`src/hw/rtl/dcwm_pkg.sv`:
```
// Shared constants for the dual channel windowed mean block.
package dcwm_pkg;

   // Sample, window/count and lookback field widths
   localparam int DATA_W = 24;
   localparam int WIN_W  = 10;
   localparam int LB_W   = 9;

   // Default ring depth and window register reset value
   localparam int             HISTORY_DEPTH_DEF = 512;
   localparam logic [WIN_W-1:0] WINDOW_RESET    = 10'd300;

endpackage

```
`src/hw/rtl/dcwm_div.sv`:
```
// Serial restoring divider: signed sum by unsigned count, truncating toward zero.
module dcwm_div #(
   parameter int SUM_W = 34,
   parameter int DEN_W = 10
) (
   input  logic                                clock,
   input  logic                                reset,
   input  logic                                start,
   input  logic signed [SUM_W-1:0]             dividend,
   input  logic        [DEN_W-1:0]             divisor,
   output logic                                done,
   output logic signed [dcwm_pkg::DATA_W-1:0]  quotient
);

   localparam int CNT_W = $clog2(SUM_W + 1);
   localparam int DW    = dcwm_pkg::DATA_W;

   logic             busy_ff, busy_in;
   logic             done_ff, done_in;
   logic [CNT_W-1:0] cnt_ff, cnt_in;
   logic [SUM_W-1:0] mag_ff, mag_in;
   logic [SUM_W-1:0] quo_ff, quo_in;
   logic [DEN_W-1:0] rem_ff, rem_in;
   logic [DEN_W-1:0] den_ff, den_in;
   logic             neg_ff, neg_in;
   logic [DEN_W:0]   trial;
   logic             take;

   // One quotient bit per cycle, most significant first
   always_comb begin
      busy_in = busy_ff;
      done_in = 1'b0;
      cnt_in  = cnt_ff;
      mag_in  = mag_ff;
      quo_in  = quo_ff;
      rem_in  = rem_ff;
      den_in  = den_ff;
      neg_in  = neg_ff;
      trial   = {rem_ff, mag_ff[SUM_W-1]};
      take    = (trial >= {1'b0, den_ff});
      if (start) begin
         busy_in = 1'b1;
         cnt_in  = CNT_W'(SUM_W);
         neg_in  = dividend[SUM_W-1];
         mag_in  = dividend[SUM_W-1] ? SUM_W'(-dividend) : SUM_W'(dividend);
         quo_in  = '0;
         rem_in  = '0;
         den_in  = divisor;
      end else if (busy_ff) begin
         mag_in = {mag_ff[SUM_W-2:0], 1'b0};
         quo_in = {quo_ff[SUM_W-2:0], take};
         rem_in = take ? DEN_W'(trial - {1'b0, den_ff}) : DEN_W'(trial);
         cnt_in = cnt_ff - CNT_W'(1);
         if (cnt_ff == CNT_W'(1)) begin
            busy_in = 1'b0;
            done_in = 1'b1;
         end
      end
   end

   always_ff @(posedge clock) begin
      if (reset) begin
         busy_ff <= 1'b0;
         done_ff <= 1'b0;
         cnt_ff  <= '0;
      end else begin
         busy_ff <= busy_in;
         done_ff <= done_in;
         cnt_ff  <= cnt_in;
      end
   end

   always_ff @(posedge clock) begin
      mag_ff <= mag_in;
      quo_ff <= quo_in;
      rem_ff <= rem_in;
      den_ff <= den_in;
      neg_ff <= neg_in;
   end

   // Sign fix on the low bits only; the mean always fits the sample width
   assign done     = done_ff;
   assign quotient = neg_ff ? DW'(-quo_ff[DW-1:0]) : quo_ff[DW-1:0];

endmodule
```
`config.mk`:
```
export PLATFORM = sky130hd
export DESIGN_NAME = dcwm_div
export DESIGN_NICKNAME = d
export VERILOG_FILES = /design/src/hw/rtl/dcwm_pkg.sv /design/src/hw/rtl/dcwm_div.sv
export SDC_FILE = /design/constraint.sdc
export NUM_CORES = 1
export LEC_CHECK = 0
export BUFFER_PORTS_ARGS = -buffer_cell sky130_fd_sc_hd__buf_4
export CAP_MARGIN = 20
export CORE_MARGIN = 2
export CORE_UTILIZATION = 35
export DETAILED_ROUTE_END_ITERATION = 16
export PLACE_DENSITY = 0.52
export REMOVE_ABC_BUFFERS = 1
export SYNTH_ARGS = -nofsm -noshare
export SYNTH_HDL_FRONTEND = slang
export SYNTH_SLANG_ARGS = --single-unit
```
`constraint.sdc`:
```
create_clock -name clock -period 6.2 [get_ports clock]
set_input_delay 0.93 -clock clock [delete_from_list [all_inputs] [get_ports clock]]
set_output_delay 0.93 -clock clock [all_outputs]
set_load 0.1 [all_outputs]
```
# == Yosys cells after proc, flatten, opt, wreduce, memory -nomap -nowiden ==
# Cells that the tools add are included.
# op_classes
n_mux,11
n_reduce_logical,3
bitwise_logic,1
addsub,4
magnitude_cmp,1
n_eq_ne,1
# ops
cell,n
$mux 34,3
$neg 34->34,1
$mux 24,1
$neg 24->24,1
$mux 6,2
$ge 11x10->1,1
$mux 10,1
$sub 10x10->10,1
$eq 6x1->1 const B,1
$sub 6x1->6 const B,1
$mux 1,4
$reduce_or 3->1,1
$reduce_bool 2->1,1
$reduce_or 2->1,1
$not 1->1,1
# totals
reg_bits,87
inputBits,47

# == Depth between registers and ports, before layout ==
# Gate-level depths: netlist of the first run.
# depth
word_depth,4
mapped_depth,9

# == Worst setup path before layout of the first run ==
# OpenSTA, ideal clock, no wires.
# synth_path
path_type,register to output
startpoint,register neg_ff
endpoint,output quotient[1] (netlist bit)
arrival_time_ps,2757
required_time_ps,5270
stages_incl_launch_ff,3
setup_slack_ps,2513
path_cell_list,edfxtp_1 > clkbuf_1 > o21ai_0
# synth_between
elab_chain_cells,1
# synth_lines
element,line_no,text
"start, declared",dcwm_div.sv:25,"logic neg_ff, neg_in;"
"start signal, assigned",dcwm_div.sv:78,neg_ff <= neg_in;
$mux 24,dcwm_div.sv:83,assign quotient = neg_ff ? DW'(-quo_ff[DW-1:0]) : quo_ff[DW-1:0];
"end, declared",dcwm_div.sv:12,output logic signed [dcwm_pkg::DATA_W-1:0] quotient
# No other way between the ends.

# == Worst setup path in the final report of the first run ==
# layout_path
startpoint,register quo_ff[11]
endpoint,output quotient[22] (netlist bit)
# layout_between
elab_chain_cells,2
# layout_lines
element,line_no,text
"start, declared",dcwm_div.sv:22,"logic [SUM_W-1:0] quo_ff, quo_in;"
"start signal, assigned",dcwm_div.sv:75,quo_ff <= quo_in;
$neg 24->24,dcwm_div.sv:83,
$mux 24,dcwm_div.sv:83,
# No other way between the ends.

==> reports/metrics.yaml, run 1 <==
status: "completed"
num_antenna_cells: 0
tightest_slew_ns: 0.720
startpoint_type: "flip-flop"
cp.arrival_ns: 2.71
drcViolationCount: 0
netlist_instances: 548
htreeDepth: 3
synth_edf_count: 45
die_h_um: 126
grt_usage: 0.151
setup_viol: 0
intPower_uw: 1080
drv_slew: 0
r2r-end: "rem_ff[2]"
max-vdd-ir-drop_v: 0.000138
antenna_found_initial: 0
vias: 4186
die_area_um2: 15800
via_per_inst: 5.29
die_x_um: 126
cts_setup_buffers: 0
p_sw_frac: 0.308
seq_power_share: 0.429
async_flop_share: 0
setup_tns_ns: 0
drtIter0Drc: 301
firstDrtPassIters: 4
rows: 44
cts_buffers: 9
cts_root_buffer: "clkbuf_16"
clock_latency_ns: 0.34
holdCritPathClass: "reg2reg"
powerDensity_nw_per_um2: 255
min_period_ns: 3.64
yosys_warnings: 0
rsz0062_at_grt: "false"
ys_seq_area_frac: 0.423
finalHoldViolations: 0
routedWlPerCell_um: 14.7
nFillCells: 1427
pwr-share-clk: 0.343
holdPathStages: 2
drv_cap: 0
synth_cell_type_count: 61
synthFlopType: "edfxtp_1"
final_common_cell: "nor2_1"
final_cell_mix: "nor2_1 (78), buf_4 (74), edfxtp_1 (45)"
finalNetCount: 664
fin_crit_sh: 0.588
multiInputGateArea_um2: 2780
syn_area_per_cell_um2: 9.46
ctsHoldBuffers: 0
r2r-start: "den_ff[6]"
whs_endpoint: "rem_ff[3]"
worstPathMaxFanout: 7
fin_skew_ns: 0.00718
ys_ff_latch: 87
total_leakage_power_uw: 0.00246
regArea_um2: 2190
io_pins: 72
antenna_left: 0
overflow: 0
grt_pass1_wl_um: 19600
cp-end-kind: "output port"
place_ws_ns: 2.87
grt_pass1_vias: 3988
core_um2: 14500
place_congestion: 0.838
cts.sinks: 87
postCtsResizedCells: 0
power_switching_uw: 483
initial_core_util: 0.358
routed_wl_um: 11600
cts_buffer_depth: 2
syn_area_um2: 5180
path_class: "reg2out"
cts_tree: "built"
reg2reg_depth: 7
cts.clk_slew.worst_paths_ns: 0.06
fin_ws_ns: 2.56
layout-drive-gt1-share: 0.176
power_uw: 1570
dp_hpwl_um: 7950
grt_max_degree: 66
area_growth_pct: 18.4
max_freq_mhz: 274
cp.required_ns: 5.27
pwr-share-comb: 0.228
hp-start: "rem_ff[3]"
portBuffers: 71
r2r_slack_ns: 3.62
slew_headroom: 0.518
final cells by class:
type,instances,area share
sequential,87,0.357
timing repair buffer,75,0.0917
clock inverter,4,0.00408
tap,184,0.0375
inverter,20,0.0122
multi-input combinational,409,0.454
clock buffer,12,0.0436
kinds of logic (layout without fill, tap and decap cells):
kind of cell | Yosys count | after routing | share of synthesized area
adder cells (fa/ha/maj) | 15 | 15 | 0.0377
flip-flops | 87 | 87 | 0.423
multiplexers | 25 | 25 | 0.0485
AO/OA/AOI/OAI | 126 | 126 | 0.173
buffers and inverters | 52 | 111 | 0.0398
AND/OR/NAND/NOR | 180 | 180 | 0.172
XOR/XNOR | 63 | 63 | 0.106
flip-flops by register name (all words and copies together) (netlist names):
signal / flops
den_ff: 10
done: 1
busy_ff: 1
quo_ff: 24
rem_ff: 10
neg_ff: 1
cnt_ff: 6
mag_ff: 34
worst max-delay path by stage:
stage,endpoint,from,slack [ns],depth (start not counted)
6_report,quotient[22],quo_ff[11],2.56,5
3_5_place_dp,mag_ff[22],dividend[0],2.87,8
3_3_place_gp,mag_ff[30],dividend[0],2.93,8
2_1_floorplan,quotient[20],quo_ff[0],1.97,6
5_1_grt,quotient[20],quo_ff[2],2.37,6
4_1_cts,quotient[22],quo_ff[11],2.54,5
worst max-delay path, cell delays in order (launching register included):
cell,delay [ns]
dfxtp_1,0.37
or4_1,0.57
or4b_1,0.63
o31ai_1,0.32
xnor2_1,0.16
buf_4,0.31
layer usage:
metal / GRT usage / share of wire / up-vias
met5: 0 / 0 / -
met4: 0.0340 / 0.010 / 0
met3: 0.0433 / 0.042 / 13
met2: 0.231 / 0.44 / 86
met1: 0.212 / 0.51 / 1978
li1: - / - / 2109
power by group through the flow:
stage | clock network [uW] | logic, uW | registers, uW
after global routing | 579 | 389 | 676
after detailed placement | 0 | 356 | 684
after CTS | 560 | 358 | 672
after floorplan | 0 | 244 | 688
after global placement | 0 | 352 | 684
final | 538 | 357 | 672
per-stage QoR:
| step | std cells | cell area, um2 | hold WS, ns | util |
|---|---|---|---|---|
| after floorplan | 516 | 5050 | 0.471 | - |
| after global placement | 774 | 5840 | 0.497 | 0.403 |
| after CTS | 790 | 6130 | 0.510 | 0.423 |
| final | 791 | 6140 | 0.507 | 0.424 |
| after global routing | 791 | 6140 | 0.556 | 0.424 |
| after detailed placement | 774 | 5840 | 0.500 | 0.403 |
cell usage after synthesis (3+ instances only):
cell type,number,area share
and2_1,6,0.0072
xnor2_1,31,0.052
a211oi_1,4,0.0058
ha_1,14,0.034
nor2b_1,5,0.0060
edfxtp_1,45,0.26
nor3_1,12,0.012
nand2b_1,4,0.0048
o41ai_2,3,0.0094
or2_2,4,0.0048
or3_1,7,0.0084
nand4_1,5,0.0060
nor4_1,4,0.0048
mux2i_1,24,0.046
nor4b_1,3,0.0051
nor2_1,78,0.056
xor2_1,32,0.054
o211ai_1,3,0.0043
a21oi_1,41,0.040
a311oi_1,5,0.0084
dfxtp_1,42,0.16
o41ai_1,10,0.017
o21ai_0,19,0.018
inv_1,20,0.014
or4_1,5,0.0072
clkbuf_1,25,0.018
buf_1,5,0.0036
o31ai_1,20,0.029
nand3_1,10,0.0097
nand2_1,25,0.018
Note: power is estimated with default switching activity, not from simulation.
==> run 2, diff against run 1 <==
ABC_AREA = 1   (was not set)
clock period = 3.62 ns   (was 6.2 ns; I/O delays follow)
==> reports/metrics.yaml, run 2 <==
rows: 46  # was 44
fin_hold_ws_ns: 0.361  # was 0.507 ns
grt_pass1_wl_um: 23800  # was 19600 um
routedWlPerCell_um: 13.4  # was 14.7 um
cp-end-kind: "output port"  # unchanged
r2r-start: "busy_ff"  # was den_ff[6]
synth_commonest_cells: "nand2_1 (237), nor2_1 (97), inv_1 (88), nand3_1 (60), edfxtp_1 (45)"  # was nor2_1 (78), edfxtp_1 (45), dfxtp_1 (42), a21oi_1 (41), xor2_1 (32)
cp.arrival_ns: 2.22  # was 2.71 ns
place_area_um2: 6350  # was 5840 um2
cts_setup_buffers: 0  # unchanged
powerDensity_nw_per_um2: 363  # was 255 nW/um2
netlist_instances: 789  # was 548
firstDrtPassIters: 5  # was 4
utilization: 0.422  # was 0.424
finalNetCount: 916  # was 664
max_freq_mhz: 362
cts_buffers: 9  # unchanged
worstPathMaxFanout: 4  # was 7
reg.largest.list: "mag_ff (34), quo_ff (24)"  # unchanged
startpoint_type: "flip-flop"  # unchanged
yosysTopAreaCell: "edfxtp_1"  # unchanged
area_growth_pct: 18.8  # was 18.4%
rsz0062_at_grt: "false"  # unchanged
max-vdd-ir-drop_v: 0.000225  # was 0.000138 V
synth_top_area_frac: 0.241  # was 0.261
cts_root_buffer: "clkbuf_16"  # unchanged
synth_most_common_cell: "nand2_1"  # was nor2_1
die_x_um: 131  # was 126 um
status: "completed"  # unchanged
drv_cap: 0  # unchanged
setup_tns_ns: 0  # unchanged
whs_endpoint: "den_ff[8]"  # was rem_ff[3]
fin_ws_ns: 0.857  # was 2.56 ns
syn_area_um2: 5610  # was 5180 um2
syn_area_per_cell_um2: 7.11  # was 9.46 um2
portBuffers: 71  # unchanged
htreeDepth: 3  # unchanged
antenna_found_initial: 0  # unchanged
num_antenna_cells: 0  # unchanged
async_flop_share: 0  # unchanged
r2r-end: "mag_ff[28]"  # was rem_ff[2]
synthFlopType: "edfxtp_1"  # unchanged
place_congestion: 0.920  # was 0.838
reg2reg_depth: 3  # was 7
grt_usage: 0.176  # was 0.151
cts_buffer_depth: 2  # unchanged
ys_seq_area_frac: 0.391  # was 0.423
cts_tree: "built"  # unchanged
fin_crit_sh: 0.763
final_cell_mix: "nand2_1 (237), nor2_1 (97), inv_1 (87)"  # was nor2_1 (78), buf_4 (74), edfxtp_1 (45)
io_pins: 72  # unchanged
core_um2: 15800  # was 14500 um2
final_area_um2: 6660  # was 6140 um2
total_leakage_power_uw: 0.00316  # was 0.00246 uW
holdPathStages: 1  # was 2
die_h_um: 131  # was 126 um
routed_wl_um: 14400  # was 11600 um
drtIter0Drc: 361  # was 301
cts.sinks: 87  # unchanged
synthTopCellsByArea: "edfxtp_1 (24%), nand2_1 (16%), dfxtp_1 (15%)"  # was edfxtp_1 (26%), dfxtp_1 (16%), nor2_1 (5.6%)
path_class: "reg2out"  # unchanged
hp-start: "divisor[8]"  # was rem_ff[3]
cts.clk_slew.worst_paths_ns: 0.07  # was 0.06 ns
largest_reg_flops: 34  # unchanged
postCtsResizedCells: 0  # unchanged
vias: 5208  # was 4186
ctsHoldBuffers: 0  # unchanged
overflow: 0  # unchanged
yosys_warnings: 0  # unchanged
dp_hpwl_um: 10800  # was 7950 um
initial_core_util: 0.356  # was 0.358
slew_headroom: 0.487  # was 0.518
grt_pass1_vias: 4958  # was 3988
place_ws_ns: 1.22  # was 2.87 ns
drv_slew: 0  # unchanged
synth_cell_type_count: 42  # was 61
ys_ff_latch: 87  # unchanged
min_period_ns: 2.76
antenna_left: 0  # unchanged
layout-drive-gt1-share: 0.148  # was 0.176
r2r_slack_ns: 1.53  # was 3.62 ns
grt_max_degree: 42  # was 66
synth_edf_count: 45  # unchanged
finalHoldViolations: 0  # unchanged
fin_skew_ns: 0.00897  # was 0.00718 ns
die_area_um2: 17100  # was 15800 um2
setup_viol: 0  # unchanged
tightest_slew_ns: 0.769  # was 0.720 ns
via_per_inst: 4.84  # was 5.29
clock_latency_ns: 0.35  # was 0.34 ns
holdCritPathClass: "in2reg"  # was reg2reg
final_common_cell: "nand2_1"  # was nor2_1
top_register: "mag_ff"  # unchanged
drcViolationCount: 0  # unchanged
cp.required_ns: 3.08  # was 5.27 ns
[run 2: changes by cell type after synthesis, moves of 8 or more]
cell      previous run  this run
a21oi_1             41         8
clkbuf_1            25        13
inv_1               20        88
mux2i_1             24         0
nand2_1             25       237
nand3_1             10        60
nand4_1              5        21
nor2_1              78        97
nor2_2               0        11
o21ai_1              0         8
o22ai_1              1        22
o31ai_1             20         0
o41ai_1             10         0
xnor2_1             31         5
[run 2: kinds of logic (layout without fill, tap and decap cells)]
group,count (synthesis),count (layout),share of synthesized area
adder cells (fa/ha/maj),15,15,0.0348
XOR/XNOR,35,35,0.0547
AND/OR/NAND/NOR,458,458,0.360
buffers and inverters,116,186,0.0794
flip-flops,87,87,0.391
AO/OA/AOI/OAI,78,78,0.0805
[run 2: cell type report]
class	count	area [um2]
fillers	1675	9110
multi-input cells	586	2970
flip-flops and latches	87	2190
repair buffers	75	563
inverters	95	357
clock buffers	11	275
well taps	216	270
clock inverters	5	32.5
[run 2: worst max path at each step]
stage / from / to / slack (ns) / depth (start not counted)
after floorplan: quo_ff[0] / quotient[6] / -0.26 / 8
after global placement: neg_ff / quotient[19] / 1.24 / 6
after detailed placement: neg_ff / quotient[19] / 1.22 / 6
after CTS: neg_ff / quotient[19] / 0.83 / 6
after global routing: quo_ff[0] / quotient[16] / 0.67 / 13
final: quo_ff[0] / quotient[16] / 0.86 / 13
[run 2: layer usage]
layer	GRT usage	share of wire	up-vias	routed length, um
met5	0	0	-	0
met4	0.0638	0.018	0	261
met3	0.0354	0.047	20	680
met2	0.274	0.45	133	6410
met1	0.243	0.49	2357	7010
li1	-	-	2698	-
[run 2: metrics by stage]
| step | total power, uW | std cells |
|---|---|---|
| finish | 2420 | 1075 |
| global route | 2540 | 1075 |
| CTS | 2460 | 1075 |
| detailed placement | 1480 | 1059 |
| global placement | 1480 | 1059 |
| floorplan | 1350 | 768 |
[run 2: worst max-delay path, cell delays in order (launching register included)]
cell and delay [ns]:
dfxtp_1 0.34, inv_1 0.11, ha_1 0.15, inv_1 0.06, nor3_4 0.16, inv_2 0.07
nor2_2 0.17, nand3_2 0.11, nor2_2 0.12, nand3_1 0.09, nand2_1 0.07, nand2_1 0.06
nand2_1 0.05, buf_4 0.28
[run 2: report_power, final]
group / switching, uW / internal, uW
Sequential: 28.1 / 1110
Clock: 410 / 552
Combinational: 203 / 118
Total: 641 / 1780
